===== src/rtl/ita_pkg.sv =====
// ita_pkg: shared widths, codes, state type and digit-to-ascii function
// for the integer to ascii converter. No dependencies.
// Used by ita_dabble and integer_to_ascii_radix.
package ita_pkg;

   // operand widths
   localparam int VALUE_WIDTH   = 64;
   localparam int NARROW_WIDTH  = 32;

   // the shift-and-adjust unit takes this many operand bits per cycle
   localparam int STEP_BITS     = 4;
   localparam int OP_STEPS      = (VALUE_WIDTH + STEP_BITS - 1) / STEP_BITS;
   localparam int NARROW_STEPS  = NARROW_WIDTH / STEP_BITS;
   localparam int OP_WIDTH      = OP_STEPS * STEP_BITS;

   // digit counts per radix
   localparam int DEC_DIGITS    = (VALUE_WIDTH * 30103) / 100000 + 1;
   localparam int OCT_DIGITS    = (VALUE_WIDTH + 2) / 3;
   localparam int OCT_PAD_WIDTH = OCT_DIGITS * 3;
   localparam int NUM_DIGITS    = OCT_DIGITS;
   localparam int DIGIT_REG_WIDTH = NUM_DIGITS * 4;

   localparam int COUNT_WIDTH    = $clog2(NUM_DIGITS + 1);
   localparam int STEP_CNT_WIDTH = $clog2(OP_STEPS + 1);

   // radix codes
   typedef logic [1:0] radix_type;
   localparam radix_type RADIX_DEC = 2'd0;
   localparam radix_type RADIX_HEX = 2'd1;
   localparam radix_type RADIX_OCT = 2'd2;

   // ascii constants
   localparam logic [7:0] CHAR_MINUS    = 8'h2D;
   localparam logic [7:0] CHAR_ZERO     = 8'h30;
   localparam logic [7:0] CHAR_LETTER_A = 8'h41;

   typedef enum logic [2:0] {
      ST_IDLE,
      ST_CONVERT,
      ST_SKIP,
      ST_SIGN,
      ST_EMIT
   } state_type;

   // one digit value to its upper-case ascii character
   function automatic logic [7:0] digit_char(input logic [3:0] digit);
      logic [7:0] result;
      if (digit < 4'd10) begin
         result = CHAR_ZERO + {4'b0000, digit};
      end else begin
         result = CHAR_LETTER_A + {4'b0000, digit} - 8'd10;
      end
      return result;
   endfunction

endpackage


===== src/rtl/ita_dabble.sv =====
// ita_dabble: shift-and-add-3 unit, moves STEP_BITS operand bits into the
// bcd digit register per pass. Depends on ita_pkg.
module ita_dabble
   import ita_pkg::*;
(
   input  logic [DIGIT_REG_WIDTH-1:0] digits_in,
   input  logic [OP_WIDTH-1:0]        op_in,
   output logic [DIGIT_REG_WIDTH-1:0] digits_out,
   output logic [OP_WIDTH-1:0]        op_out
);

   logic [DIGIT_REG_WIDTH-1:0] dig;
   logic [OP_WIDTH-1:0]        op;

   // per bit: adjust every decimal digit of five or more, then shift one bit in
   always_comb begin
      dig = digits_in;
      op  = op_in;
      for (int s = 0; s < STEP_BITS; s++) begin
         for (int d = 0; d < DEC_DIGITS; d++) begin
            if (dig[d*4 +: 4] >= 4'd5) begin
               dig[d*4 +: 4] = dig[d*4 +: 4] + 4'd3;
            end
         end
         dig = {dig[DIGIT_REG_WIDTH-2:0], op[OP_WIDTH-1]};
         op  = {op[OP_WIDTH-2:0], 1'b0};
      end
      digits_out = dig;
      op_out     = op;
   end

endmodule


===== src/rtl/integer_to_ascii_radix.sv =====
// Integer to ascii text converter, decimal, upper-case hexadecimal or octal,
// one character word out per handshake, most significant digit first, with
// rsp_last on the final character. Uses ita_pkg and ita_dabble.
//
// One number at a time: req_stall stays high from acceptance until the last
// character has been loaded into the output register. Decimal runs the
// shared shift-and-add-3 unit four operand bits per cycle over a 32-bit or
// 64-bit operand; hexadecimal and octal load their digits directly. The digit
// register then drops one leading zero digit per cycle and then emits one
// character per cycle while the result side takes them, after a minus sign
// for a negative number.
module integer_to_ascii_radix
   import ita_pkg::*;
(
   input  logic                   clock,
   input  logic                   reset,
   input  logic                   req_valid,
   output logic                   req_stall,
   input  logic [VALUE_WIDTH-1:0] req_value,
   input  logic                   req_wide,
   input  logic [1:0]             req_radix_select,
   input  logic                   req_is_signed,
   output logic                   rsp_valid,
   input  logic                   rsp_stall,
   output logic [7:0]             rsp_character,
   output logic                   rsp_last
);

   state_type                  state_ff, state_in;
   logic [DIGIT_REG_WIDTH-1:0] digits_ff, digits_in;
   logic [OP_WIDTH-1:0]        op_ff, op_in;
   logic [COUNT_WIDTH-1:0]     count_ff, count_in;
   logic [STEP_CNT_WIDTH-1:0]  step_ff, step_in;
   logic                       negative_ff, negative_in;
   logic                       rsp_valid_ff, rsp_valid_in;
   logic [7:0]                 rsp_character_ff, rsp_character_in;
   logic                       rsp_last_ff, rsp_last_in;

   logic [DIGIT_REG_WIDTH-1:0] dabble_digits;
   logic [OP_WIDTH-1:0]        dabble_op;

   logic                       accept;
   logic                       out_free;
   logic                       is_dec;
   logic                       is_hex;
   logic                       sign_bit;
   logic                       negative;
   logic [VALUE_WIDTH-1:0]     mag_raw;
   logic [VALUE_WIDTH-1:0]     neg_full;
   logic [VALUE_WIDTH-1:0]     mag;
   logic [OCT_PAD_WIDTH-1:0]   oct_pad;
   logic [DIGIT_REG_WIDTH-1:0] oct_digits;
   logic [3:0]                 top_digit;

   // shared decimal conversion unit
   ita_dabble u_dabble (
      .digits_in  (digits_ff),
      .op_in      (op_ff),
      .digits_out (dabble_digits),
      .op_out     (dabble_op)
   );

   assign accept    = req_valid && !req_stall;
   assign out_free  = !rsp_valid_ff || !rsp_stall;
   assign top_digit = digits_ff[DIGIT_REG_WIDTH-1 -: 4];

   // radix decode, unused code converts as decimal
   always_comb begin
      case (req_radix_select)
         RADIX_HEX: begin
            is_dec = 1'b0;
            is_hex = 1'b1;
         end
         RADIX_OCT: begin
            is_dec = 1'b0;
            is_hex = 1'b0;
         end
         default: begin
            is_dec = 1'b1;
            is_hex = 1'b0;
         end
      endcase
   end

   // operand selection and signed magnitude
   always_comb begin
      mag_raw  = req_wide ? req_value
                          : VALUE_WIDTH'(req_value[NARROW_WIDTH-1:0]);
      sign_bit = req_wide ? req_value[VALUE_WIDTH-1] : req_value[NARROW_WIDTH-1];
      negative = req_is_signed && is_dec && sign_bit;
      neg_full = ~mag_raw + 1'b1;
      if (negative) begin
         mag = req_wide ? neg_full : VALUE_WIDTH'(neg_full[NARROW_WIDTH-1:0]);
      end else begin
         mag = mag_raw;
      end
   end

   // octal digits spread one per nibble
   always_comb begin
      oct_pad    = OCT_PAD_WIDTH'(mag);
      oct_digits = '0;
      for (int i = 0; i < NUM_DIGITS; i++) begin
         oct_digits[i*4 +: 4] = {1'b0, oct_pad[i*3 +: 3]};
      end
   end

   // sequencer
   always_comb begin
      state_in         = state_ff;
      digits_in        = digits_ff;
      op_in            = op_ff;
      count_in         = count_ff;
      step_in          = step_ff;
      negative_in      = negative_ff;
      rsp_valid_in     = rsp_stall ? rsp_valid_ff : 1'b0;
      rsp_character_in = rsp_character_ff;
      rsp_last_in      = rsp_last_ff;
      req_stall        = (state_ff != ST_IDLE);

      case (state_ff)
         ST_IDLE: begin
            if (accept) begin
               negative_in = negative;
               count_in    = COUNT_WIDTH'(NUM_DIGITS);
               if (is_dec) begin
                  digits_in = '0;
                  if (req_wide) begin
                     op_in   = OP_WIDTH'(mag);
                     step_in = STEP_CNT_WIDTH'(OP_STEPS);
                  end else begin
                     op_in   = OP_WIDTH'(mag[NARROW_WIDTH-1:0]) << (OP_WIDTH - NARROW_WIDTH);
                     step_in = STEP_CNT_WIDTH'(NARROW_STEPS);
                  end
                  state_in = ST_CONVERT;
               end else begin
                  digits_in = is_hex ? DIGIT_REG_WIDTH'(mag) : oct_digits;
                  state_in  = ST_SKIP;
               end
            end
         end
         ST_CONVERT: begin
            digits_in = dabble_digits;
            op_in     = dabble_op;
            step_in   = step_ff - 1'b1;
            if (step_ff == STEP_CNT_WIDTH'(1)) begin
               state_in = ST_SKIP;
            end
         end
         ST_SKIP: begin
            // drop leading zeros, keep at least one digit
            if (top_digit == 4'd0 && count_ff > COUNT_WIDTH'(1)) begin
               digits_in = digits_ff << 4;
               count_in  = count_ff - 1'b1;
            end else begin
               state_in = negative_ff ? ST_SIGN : ST_EMIT;
            end
         end
         ST_SIGN: begin
            if (out_free) begin
               rsp_valid_in     = 1'b1;
               rsp_character_in = CHAR_MINUS;
               rsp_last_in      = 1'b0;
               state_in         = ST_EMIT;
            end
         end
         ST_EMIT: begin
            if (out_free) begin
               rsp_valid_in     = 1'b1;
               rsp_character_in = digit_char(top_digit);
               rsp_last_in      = (count_ff == COUNT_WIDTH'(1));
               digits_in        = digits_ff << 4;
               count_in         = count_ff - 1'b1;
               if (count_ff == COUNT_WIDTH'(1)) begin
                  state_in = ST_IDLE;
               end
            end
         end
         default: begin
            state_in = ST_IDLE;
         end
      endcase
   end

   // control registers
   always_ff @(posedge clock) begin
      if (reset) begin
         state_ff     <= ST_IDLE;
         rsp_valid_ff <= 1'b0;
      end else begin
         state_ff     <= state_in;
         rsp_valid_ff <= rsp_valid_in;
      end
   end

   // datapath registers
   always_ff @(posedge clock) begin
      digits_ff        <= digits_in;
      op_ff            <= op_in;
      count_ff         <= count_in;
      step_ff          <= step_in;
      negative_ff      <= negative_in;
      rsp_character_ff <= rsp_character_in;
      rsp_last_ff      <= rsp_last_in;
   end

   assign rsp_valid     = rsp_valid_ff;
   assign rsp_character = rsp_character_ff;
   assign rsp_last      = rsp_last_ff;

endmodule


===== config.mk =====
export PLATFORM = sky130hd
export DESIGN_NAME = integer_to_ascii_radix
export DESIGN_NICKNAME = d
export VERILOG_FILES = /design/src/rtl/ita_pkg.sv /design/src/rtl/ita_dabble.sv /design/src/rtl/integer_to_ascii_radix.sv
export SDC_FILE = /design/constraint.sdc
export NUM_CORES = 1
export LEC_CHECK = 0
export BUFFER_PORTS_ARGS = -buffer_cell sky130_fd_sc_hd__buf_2
export CAP_MARGIN = 20
export CORE_MARGIN = 2
export CORE_UTILIZATION = 35
export CTS_BUF_LIST = sky130_fd_sc_hd__clkbuf_16
export CTS_CLUSTER_DIAMETER = 100
export DETAILED_ROUTE_END_ITERATION = 8
export SYNTH_ARGS = -nofsm -noshare
export SYNTH_HDL_FRONTEND = slang
export SYNTH_SLANG_ARGS = --single-unit

===== constraint.sdc =====
create_clock -name clock -period 14.45 [get_ports clock]
set_input_delay 0.7225 -clock clock [delete_from_list [all_inputs] [get_ports clock]]
set_output_delay 0.7225 -clock clock [all_outputs]
set_load 0.01 [all_outputs]

==> metrics.md, run 1 <==
| Metric | Value |
|---|---|
| Outcome | `completed` |
| Largest net degree at the start of global routing | `70` |
| Drt first-iter violations | `1882` |
| First-pass GRT wire length | `93610 µm` |
| Input/output buffers | `81` |
| Startpoint Class | `register` |
| Slew Limit Headroom | `30.06%` |
| Vias post-DR | `18600` |
| Vias per cell | `6.011` |
| Die Wd | `234.9 µm` |
| TritonCTS clock tree | `built` |
| Ports | `83` |
| Avg Cell Area, Syn | `7.878 µm²` |
| CP Class | `reg2reg` |
| Slowest CP cell | `o32ai_1` |
| Final max-slew violation count | `0` |
| Final TNS setup | `0 ns` |
| Fmax | `214.7 MHz` |
| Crit path arrival time | `4.98 ns` |
| DRC viols | `0` |
| HP Class | `in2reg` |
| Post-Route Skew | `0.01085 ns` |
| Nets | `2556` |
| Yosys reg bits | `175` |
| RD Place Congestion | `0.9173` |
| First drt pass iteration count | `5` |
| Final ANT Viol Nets | `0` |
| Yosys cell types | `83` |
| Area of the multi-input gates | `12560 µm²` |
| CTS clk-pin slew, worst paths | `0.07 ns` |
| Net Count, Synth | `2540` |
| Num Clock Sinks | `175` |
| Post-Syn Area | `18660 µm²` |
| Async SR Flop Fraction | `0%` |
| RSZ-0062 raised after global routing | `no` |
| CTS resizes | `0` |
| Worst-Margin Slew | `1.040 ns` |
| Final period utilization | `32.23%` |
| Post-CTS Hold Buffers | `0` |
| Layout cell share with drive strength beyond 1 | `8.924%` |
| Root buffer cell | `clkbuf_16` |
| Req. time, crit path | `14.77 ns` |
| Top FF cell, synth | `edfxtp_1` |
| Max FO, Critical Path | `8` |
| Post-layout min period | `4.658 ns` |
| Drt wl/cell | `19.13 µm` |
| Initial antenna violation count | `5` |
| Final wirelength | `59180 µm` |
| Total gr overflow | `0` |
| Placed wire-length estimate | `43750 µm` |
| Final Hold Vio Count | `0` |
| Starting Density | `35.45%` |
| Register area | `5215 µm²` |
| All-layer global routing usage | `20.84%` |
| Cell count after synthesis | `2369` |
| Die Height | `234.9 µm` |
| Vias in the first global route | `17400` |
| CTS max path bufs | `2` |
| Most used cell, CP | `ha_1` |
| Max Cap Violations | `0` |
| Area of the core | `52660 µm²` |
| Seq/Total Area, Yosys | `27.94%` |
| Number of enable flip-flop cells after synthesis | `171` |
| Final setup viols | `0` |
| TritonCTS Buffers | `17` |
| Die Area | `55190 µm²` |
| Num rows | `84` |
| Crit-path cells | `ha_1, nand2b_1, a21oi_1, xnor2_1, inv_1, ha_1, o21a_1, o32ai_1, nand2_1, nor2_1, a21oi_1, ha_1, o41ai_1, o211ai_1, a221oi_1, a221o_1` |
| Area Growth Syn to Fin | `8.829%` |
| Worst path max stage delay | `0.76 ns` |
| Worst skew pair latency | `0.45 ns` |
| Yosys warns | `0` |
| CP Capture Type | `register` |
| Setup bufs post-CTS | `0` |
| Filler cells | `5351` |
| Htree depth | `4` |
## registers in the layout (all words and copies together) (netlist names)
name / count
count_ff: 5
digits_ff: 88
negative_ff: 1
op_ff: 64
rsp_character: 7
rsp_last: 1
rsp_valid: 1
state_ff: 3
step_ff: 5
## placed cells by master (no fill, tap or decap), types with 24 or more instances in the layout
cell / count
a211oi_1: 43
a21oi_1: 207
a31oi_1: 32
and2_1: 24
buf_2: 81
edfxtp_1: 171
ha_1: 98
inv_1: 145
mux2_2: 28
mux2i_1: 52
nand2_1: 240
nand2b_1: 39
nand3_1: 29
nor2_1: 218
nor2b_1: 41
nor3_1: 51
o211ai_1: 40
o21a_1: 33
o21ai_0: 238
o31ai_1: 27
or3_1: 25
xnor2_1: 84
xor2_1: 48
## metal layers
metal	vias to the layer above	wire length [µm]	part of all wire (%)	GRT usage, %
li1	8839	-	-	-
met1	8905	26010	44	28.56
met2	745	26770	45	33.58
met3	102	4801	8.1	3.195
met4	6	1562	2.6	6.598
met5	-	45	0.076	0
## layout make-up
cell class | instances | share of cell area, %
tap | 688 | 4.238
inverter | 144 | 2.661
multi-input combinational | 1949 | 61.83
sequential | 175 | 25.67
clock buffer | 17 | 2.094
timing repair buffer | 98 | 2.624
clock inverter | 15 | 0.7761
antenna | 8 | 0.09856
## final timing paths
kind	from	end	slack (ns)	cells past startpoint
max	digits_ff[16]	digits_ff[18]	9.79	16
max reg2reg	digits_ff[16]	digits_ff[18]	9.79	16
min	reset	state_ff[0]	0.48	2
min reg2reg	op_ff[5]	op_ff[9]	0.54	2
## through the flow
stage | hold slack, ns | utilization (%) | instance area [µm²] | cells | worst slack (ns)
finish | 0.4801 | 38.58 | 20310 | 3094 | 9.792
detailed placement | 0.5169 | 37.42 | 19700 | 3053 | 9.881
global placement | 0.5055 | 37.42 | 19700 | 3053 | 9.918
CTS | 0.4637 | 38.52 | 20280 | 3085 | 9.891
floorplan | 0.4836 | - | 18660 | 2369 | 6.538
global route | 0.4759 | 38.55 | 20300 | 3088 | 9.398
## cells by family after synthesis
group           Yosys count  share of synthesized area (%)
compound gates          862                          29.64
simple gates            770                          19.72
buf+inv                 245                          5.008
flops                   175                          27.94
xor+xnor                135                          6.456
fa+ha+maj               101                          6.744
mux                      80                          4.478
other cells               1                        0.02009
## critical path, delay by kind of cell (launching register included)
family	cells	cell delay (ns)
xor+xnor	1	0.25
compound gates	8	2.37
buf+inv	1	0.11
fa+ha+maj	3	0.74
simple gates	3	0.58
flops	1	0.46
## Yosys cell counts, drive strengths merged (22+ instances only)
cell type	count	area [µm²]
o21ai	247	1236
nand2	241	904.6
nor2	219	824.5
a21oi	208	1041
edfxtp	171	5135
inv	143	536.8
ha	99	1239
xnor2	87	784.5
clkbuf	85	319.1
nor3	54	275.3
mux2i	52	520.5
xor2	48	420.4
a211oi	43	322.8
nor2b	41	256.5
o211ai	40	300.3
nand2b	39	244.0
a31oi	33	212.7
o21a	33	247.7
nand3	29	145.1
mux2	28	315.3
o31ai	28	215.2
and2	25	156.4
or3	25	156.4
o221ai	22	192.7
Power of run 1 is left out: the tool's default activity adds up to more than one toggle a clock period on the data nets, which glitch-free logic cannot reach.
==> run 2: changes to the inputs <==
- clock period: 14.45 -> 4.9 ns (I/O delays scaled with it)
==> metrics.md, run 2 (same netlist as run 1, synthesis figures left out) <==
| Metric | Value |
|---|---|
| CTS resizes | `0 (unchanged)` |
| Setup crit start | `digits_ff[68]` |
| Area of the core | `52660 µm² (unchanged)` |
| Ports | `83 (unchanged)` |
| Input/output buffers | `81 (unchanged)` |
| Req. time, crit path | `5.10 ns (-9.67 ns)` |
| Htree depth | `4 (unchanged)` |
| Drt wl/cell | `18.66 µm (-2.4%)` |
| Slowest CP cell | `a221oi_1` |
| Final max-slew violation count | `0 (unchanged)` |
| Crit-path cells | `ha_1, nand2b_1, a211o_1, a221oi_1, or3_1, nand2_1, inv_1, ha_1, o21ai_0, o21ai_0, a221oi_1, o21ai_0, inv_1, ha_1, o21a_1, o21ai_0, nand3_1` |
| All-layer global routing usage | `20.23% (-0.61 points)` |
| Layout cell share with drive strength beyond 1 | `9.336% (+0.41 points)` |
| First-pass GRT wire length | `91050 µm (-2.7%)` |
| R2r startpoint | `digits_ff[68]` |
| TritonCTS Buffers | `17 (unchanged)` |
| Most used cell, CP | `o21ai_0` |
| Max FO, Critical Path | `7 (-1)` |
| Hold_sp | `rsp_stall` |
| Final wirelength | `57830 µm (-2.3%)` |
| Num Clock Sinks | `175 (unchanged)` |
| Area Growth Syn to Fin | `9.218%` |
| Final ANT Viol Nets | `0 (unchanged)` |
| TritonCTS clock tree | `built` |
| Die Area | `55190 µm² (unchanged)` |
| Worst skew pair latency | `0.46 ns (about the same)` |
| Slew Limit Headroom | `28.64% (-1.4 points)` |
| Most flop-heavy register | `digits_ff` |
| Nets | `2569 (+0.51%)` |
| Largest net degree at the start of global routing | `89 (+27%)` |
| RSZ-0062 raised after global routing | `no` |
| Reg2Reg Setup Slack | `0.48 ns (-9.31 ns)` |
| Initial antenna violation count | `0 (-5)` |
| Fmax | `226.4 MHz (+5.5%)` |
| Worst-Margin Slew | `1.065 ns (+0.02510 ns)` |
| Final Hold Vio Count | `0 (unchanged)` |
| Post-layout min period | `4.417 ns (-0.2414 ns)` |
| Total gr overflow | `0 (unchanged)` |
| Post-Route Skew | `0.01311 ns (+0.002257 ns)` |
| First drt pass iteration count | `7 (+2)` |
| Largest register FFs | `88 (unchanged)` |
| Root buffer cell | `clkbuf_16` |
| Startpoint Class | `register` |
| Commonest non-fill, non-tap cell in the layout | `nand2_1` |
| Filler cells | `5359 (+0.15%)` |
| CTS clk-pin slew, worst paths | `0.07 ns (about the same)` |
| Drt first-iter violations | `1941 (+3.1%)` |
| Crit path arrival time | `4.62 ns (-0.36 ns)` |
| Register area | `5215 µm² (unchanged)` |
| Outcome | `completed` |
| DRC viols | `0 (unchanged)` |
| Final period utilization | `90.13% (+58 points)` |
| CP Capture Type | `register` |
| Final TNS setup | `0 ns (unchanged)` |
| Most frequent cells in the layout | `240 x nand2_1, 238 x o21ai_0, 218 x nor2_1` |
| Die Height | `234.9 µm (unchanged)` |
| Vias per cell | `5.964 (-0.78%)` |
| Worst path max stage delay | `0.64 ns (-0.12 ns)` |
| Max Cap Violations | `0 (unchanged)` |
| Placed wire-length estimate | `42860 µm (-2.0%)` |
| Setup bufs post-CTS | `0 (unchanged)` |
| CTS max path bufs | `2 (unchanged)` |
| Vias post-DR | `18480 (-0.62%)` |
| Final setup viols | `0 (unchanged)` |
| RD Place Congestion | `0.8921 (-2.7%)` |
| Num rows | `84 (unchanged)` |
| CP Class | `reg2reg` |
| HP Class | `in2reg` |
| Die Wd | `234.9 µm (unchanged)` |
| Vias in the first global route | `17200 (-1.1%)` |
| Area of the multi-input gates | `12570 µm² (about the same)` |
| Starting Density | `35.45% (unchanged)` |
==> run 2: changes by cell type in the layout (fill, tap and decap cells not counted) <==
cell / delta
clkbuf_2: +1
clkinv_4: -1
buf_4: +10
diode_2: -7
clkinvlp_4: -2
nor3_4: +1
nor3_2: -1
bufinv_16: -1
dlygate4sd3_1: +1
buf_12: +1
inv_8: +2
clkinv_2: +1
==> run 2: path summary, 6_finish.rpt <==
kind / end / cells past startpoint
setup / recovery: digits_ff[73] / 17
hold / removal: rsp_valid / 3
setup reg to reg: digits_ff[73] / 17
hold reg to reg: op_ff[31] / 2
==> run 2: stage by stage <==
| stage | utilization, % | setup slack, ns | cells | hold WS (ns) | instance area, µm² |
|---|---|---|---|---|---|
| CTS | 38.70 | 0.4985 | 3097 | 0.1217 | 20380 |
| global placement | 37.62 | 0.6686 | 3065 | 0.4726 | 19810 |
| global route | 38.71 | 0.02633 | 3098 | 0.1371 | 20380 |
| detailed placement | 37.62 | 0.5164 | 3065 | 0.4682 | 19810 |
| finish | 38.71 | 0.4834 | 3099 | 0.1365 | 20380 |
| floorplan | - | 0.8872 | 2369 | 0.3141 | 18670 |
==> run 2: final cells by class <==
type	instances	area share (%)
antenna	1	0.01228
clock buffer	17	2.087
clock inverter	14	0.6445
inverter	144	2.652
multi-input combinational	1949	61.64
sequential	175	25.58
tap	688	4.223
timing repair buffer	111	3.155
==> run 2: routing by layer <==
| layer | part of all wire (%) | track usage [%] | vias to the layer above | wire length [µm] |
|---|---|---|---|---|
| met4 | 1.9 | 5.255 | 0 | 1096 |
| met5 | 0 | 0 | - | 0 |
| met1 | 45 | 28.38 | 8818 | 26090 |
| li1 | - | - | 8871 | - |
| met2 | 45 | 32.07 | 723 | 25960 |
| met3 | 8.1 | 3.442 | 70 | 4693 |
==> run 2: critical path, delay by kind of cell (launching register included) <==
family                   cells  cell delay (ns)
AO/OA/AOI/OAI                8             2.12
adder cells (fa/ha/maj)      3             0.69
buffers and inverters        2             0.27
AND/OR/NAND/NOR              4             0.58
flip-flops                   1             0.48
==> run 2: repair_timing <==
| item | CTS | global route |
|---|---|---|
| endpoints found under the hold margin | 4 | 0 |
| setup endpoints to repair | 0 | 0 |
| hold buffers | 1 | 0 |
Power of run 2 is left out for the same reason.
